--- src/rtl/core/imx_pkg.sv ---
`default_nettype none
package imx_pkg;

	localparam int MAX_DIM    = 8;
	localparam int DEPTH      = MAX_DIM * MAX_DIM;
	localparam int IDX_W      = $clog2(MAX_DIM);
	localparam int ADDR_W     = $clog2(DEPTH);
	localparam int DATA_W     = 32;
	localparam int DIM_W      = 4;
	localparam int MODE_W     = 2;
	localparam int CMD_W      = 2;
	localparam int CFG_IDX_W  = 3;
	localparam int CFG_DATA_W = 4;
	localparam int S_BITS     = 2 * IDX_W + DATA_W;
	localparam int S_TDATA_W  = ((S_BITS + 7) / 8) * 8;
	localparam int M_BITS     = DATA_W + 2 * IDX_W;
	localparam int M_TDATA_W  = ((M_BITS + 7) / 8) * 8;

	localparam logic [MODE_W-1:0] OP_ADD = 2'd0;
	localparam logic [MODE_W-1:0] OP_SUB = 2'd1;
	localparam logic [MODE_W-1:0] OP_MUL = 2'd2;

	localparam logic [CMD_W-1:0] CMD_WR_A = 2'd0;
	localparam logic [CMD_W-1:0] CMD_WR_B = 2'd1;
	localparam logic [CMD_W-1:0] CMD_RUN  = 2'd2;

	localparam logic [CFG_IDX_W-1:0] REG_ROWS_A  = 3'd0;
	localparam logic [CFG_IDX_W-1:0] REG_COLS_A  = 3'd1;
	localparam logic [CFG_IDX_W-1:0] REG_ROWS_B  = 3'd2;
	localparam logic [CFG_IDX_W-1:0] REG_COLS_B  = 3'd3;
	localparam logic [CFG_IDX_W-1:0] REG_OP_MODE = 3'd4;

	typedef enum logic [1:0] {
		ST_IDLE,
		ST_ISSUE,
		ST_DRAIN,
		ST_EMIT
	} state_t;

	typedef struct packed {
		logic              valid;
		logic              clear;
		logic [MODE_W-1:0] op;
	} alu_ctrl_t;

	function automatic logic dim_ok(logic [DIM_W-1:0] d);
		return (d != '0) && (d <= DIM_W'(MAX_DIM));
	endfunction

	function automatic logic [ADDR_W-1:0] cell_addr(logic [IDX_W-1:0] r, logic [IDX_W-1:0] c);
		return ADDR_W'(ADDR_W'(r) * ADDR_W'(MAX_DIM) + ADDR_W'(c));
	endfunction

endpackage
`default_nettype wire

--- src/rtl/core/imx_alu.sv ---
`default_nettype none
module imx_alu
	import imx_pkg::*;
(
	input  wire logic                     clk,
	input  wire logic                     arst_n,
	input  wire alu_ctrl_t                ctrl,
	input  wire logic        [DATA_W-1:0] a,
	input  wire logic        [DATA_W-1:0] b,
	output logic                          busy,
	output logic             [DATA_W-1:0] acc
);

	logic              v_s2;
	logic [DATA_W-1:0] res_s2;
	logic [DATA_W-1:0] acc_q;

	always_ff @(posedge clk or negedge arst_n) begin
		if (!arst_n) begin
			v_s2 <= 1'b0;
		end else begin
			v_s2 <= ctrl.valid;
		end
	end

	always_ff @(posedge clk) begin
		unique case (ctrl.op)
			OP_ADD:  res_s2 <= a + b;
			OP_SUB:  res_s2 <= a - b;
			default: res_s2 <= DATA_W'(a * b);
		endcase
		if (ctrl.clear) begin
			acc_q <= '0;
		end else if (v_s2) begin
			acc_q <= acc_q + res_s2;
		end
	end

	assign busy = v_s2;
	assign acc  = acc_q;

endmodule
`default_nettype wire

--- config.mk ---
export PLATFORM = sky130hd
export DESIGN_NAME = imx_alu
export DESIGN_NICKNAME = d
export VERILOG_FILES = /design/src/rtl/core/imx_pkg.sv /design/src/rtl/core/imx_alu.sv
export SDC_FILE = /design/constraint.sdc
export NUM_CORES = 1
export LEC_CHECK = 0
export ABC_AREA = 1
export BUFFER_PORTS_ARGS = -buffer_cell sky130_fd_sc_hd__buf_2
export CAP_MARGIN = 20
export CORE_UTILIZATION = 40
export CTS_CLUSTER_SIZE = 30
export DETAILED_ROUTE_END_ITERATION = 8
export PLACE_DENSITY = 0.66
export SYNTH_ARGS = -nofsm -noshare
export SYNTH_HDL_FRONTEND = slang
export SYNTH_SLANG_ARGS = --single-unit
--- constraint.sdc ---
create_clock -name clk -period 3 [get_ports clk]
set_input_delay 0.6 -clock clk [delete_from_list [all_inputs] [get_ports clk]]
set_output_delay 0.6 -clock clk [all_outputs]
set_load 0.02 [all_outputs]
==> results.py <==
metrics = {
    "yosys": {
        "synth_compound_area_frac": 0.0826,
        "synth_cell_types": 56,
        "syn-instance-count": 3329,
        "synthSimpleGateAreaFrac": 0.209,
        "synth_top_family_by_area": "adder cells",
        "yosysSeqAreaShare": 0.0562,
        "async_flop_share": 0.0154,
        "synth.mux.area_fraction": 0,
        "synth_fa_ha_area_frac": 0.454,
        "synth-edff-count": 0,
        "yosysWarningCount": 0,
        "synthFlopType": "dfxtp_1",
        "ys_ff_latch": 65,
        "synth_nets": 3996,
        "netlist_area_um2": 23300,
        "yosys.area_share.xor_xnor": 0.0267,
        "syn_area_per_cell_um2": 6.99,
        "synth_largest_area_cell": "fa_1",
        "yosys-top-cells-area": "fa_1 (35%), nand2_1 (15%), inv_1 (14%)",
        "netlist.area_leader.share": 0.353,
    },
    "worst_setup_path": {
        "endpoint_kind": "flip-flop",
        "r2r_start": "acc[0]$_SDFFE_PP0P_",
        "setup.worst_path.start_class": "input pin",
        "critPathMaxFanout": 2,
        "cp_slowest_cell": "fa_1",
        "worstPathArrival_ns": 6.58,
        "cp.required_ns": 3.24,
        "cp_slowest_stage_delay_ns": 0.54,
        "critPathTopFamily": "adder cells",
        "critical_path_class": "input pin to flip-flop",
        "crit_top_cell": "fa_1",
        "crit_buf_inv": 10,
        "critical_path.startpoint": "a[27]",
    },
    "cts": {
        "cts_root_buffer": "clkbuf_16",
        "clk_path_buf_depth": 2,
        "cts_buffers": 9,
        "cts_tree": "built",
        "clk_pin_slew_worst_paths_ns": 0.06,
        "cts_sinks": 65,
        "clock_latency_ns": 0.34,
        "htreeDepth": 3,
    },
    "sta": {
        "slew_headroom": 0.567,
        "fin_crit_sh": 2.11,
        "hold_ws_ns": 0.0219,
        "rsz0062_at_grt": "true",
        "setup_tns_ns": -74.33,
        "skew_ns": 0.00748,
        "hold_viol_final": 0,
        "fin_crit_ns": 6.34,
        "setup_violations": 28,
        "max_freq_ghz": 0.158,
        "tightest_slew_ns": 0.648,
        "fin_ws_ns": -3.34,
        "drv_slew": 0,
    },
    "routing": {
        "post-route-drc-count": 0,
        "vias_per_cell": 4.84,
        "wl_per_cell_um": 16.5,
        "vias": 22100,
        "drt_iter0_drc": 1285,
        "routed_wl_mm": 75.1,
        "ant_nets": 0,
        "first_pass_iters": 5,
    },
    "floorplan": {
        "fp.coreArea_um2": 57600,
        "io_pins": 103,
        "rows": 88,
        "dieArea_um2": 59100,
        "dieWidth_um": 243,
        "start_util": 0.404,
        "die_h_um": 243,
    },
    "global_routing": {
        "grt_usage": 0.256,
        "grt_pass1_wl_mm": 119,
        "grt_max_degree": 49,
        "antenna_found_initial": 4,
        "grt_pass1_vias": 22800,
        "gr-total-overflow": 0,
    },
    "layout": {
        "drive_above_1_share": 0.257,
        "fin_nets": 4455,
        "fillers": 5393,
        "syn_to_final_growth_pct": 32.5,
        "final_cell_mix": "nand2_1 (837), inv_1 (833), buf_4 (407)",
        "final_common_cell": "nand2_1",
        "final_area_um2": 30800,
    },
    "run": {
        "cap_violations": 0,
    },
    "min_path": {
        "hold_class": "input pin to async pin",
    },
    "place": {
        "dpl-instance-area_um2": 28200,
        "place.gp.congestion": 0.958,
        "hpwl_mm": 62.2,
        "io_buffers": 102,
    },
    "status": {
        "status": "complete, but fails checks",
        "violations": "setup timing",
    },
}
==> worst paths after layout <==
| kind | endpoint | slack (ns) | depth (start not counted) |
|---|---|---|---|
| max in group asynchronous | busy$_DFF_PN0_ | 2.90 | 1 |
| worst min register to register | acc[31]$_SDFFE_PP0P_ | 0.51 | 2 |
| worst max-delay path | res_s2[31]$_DFF_P_ | -3.34 | 28 |
| worst min-delay path | busy$_DFF_PN0_ | 0.02 | 1 |
| min in group clk | busy$_DFF_PN0_ | 0.37 | 1 |
| worst max register to register | acc[28]$_SDFFE_PP0P_ | 0.48 | 12 |
==> routing by layer <==
metal / vias up / track usage / share of wire
met5: - / 0 / 0
li1: 10700 / - / -
met3: 150 / 0.0220 / 0.055
met2: 636 / 0.445 / 0.48
met4: 0 / 0.0855 / 0.044
met1: 10600 / 0.332 / 0.42
==> layout make-up <==
cell class | count | area [µm²] | area share
Sequential cell | 65 | 1310 | 0.0424
Antenna cell | 2 | 5.00 | 0.000162
Inverter | 912 | 3440 | 0.112
Clock inverter | 7 | 80.1 | 0.00260
Clock buffer | 9 | 225 | 0.00731
Tap cell | 765 | 957 | 0.0311
Timing Repair Buffer | 581 | 5110 | 0.166
Multi-Input combinational cell | 2219 | 19700 | 0.639
==> through the flow <==
step                      setup slack [ns]   util  instances
after floorplan                      -3.27      -       3329
final                                -3.34  0.535       4560
after detailed placement             -4.04  0.489       4496
after global placement               -3.98  0.489       4496
after global routing                 -3.50  0.535       4560
after CTS                            -3.31  0.520       4541
==> logic make-up after synthesis <==
family                   Yosys count
adder cells (fa/ha/maj)          597
flip-flops                        65
AND/OR/NAND/NOR                 1216
AO/OA/AOI/OAI                    336
XOR/XNOR                          70
buffers and inverters           1045
==> what timing repair did <==
action / in CTS / in global routing
gates cloned: 3 / 4
setup buffers: 30 / 18
pin swaps: 187 / 156
endpoints found under the setup margin: 29 / 29
hold buffers: 0 / 0
gates resized for setup: 329 / 199
==> flip-flops by register name, summed over array words and instances, names as in the netlist <==
signal	flops
res_s2	32
busy	1
acc	32
==> synthesized netlist by cell type, drive strengths merged, types with 4 or more instances <==
library cell,count
a21boi,6
a21o,19
a21oi,135
a221oi,5
a31oi,8
buf,59
clkbuf,74
clkinv,4
dfxtp,64
fa,410
ha,187
inv,908
nand2,906
nand3,88
nand3b,12
nand4,13
nor2,169
nor3,22
o211ai,4
o21a,4
o21ai,128
o21bai,12
o221ai,4
o31ai,4
xnor2,25
xor2,45
Power is left out: the tool's default activity adds up to more than one toggle a clock period on the data nets, which glitch-free logic cannot reach.
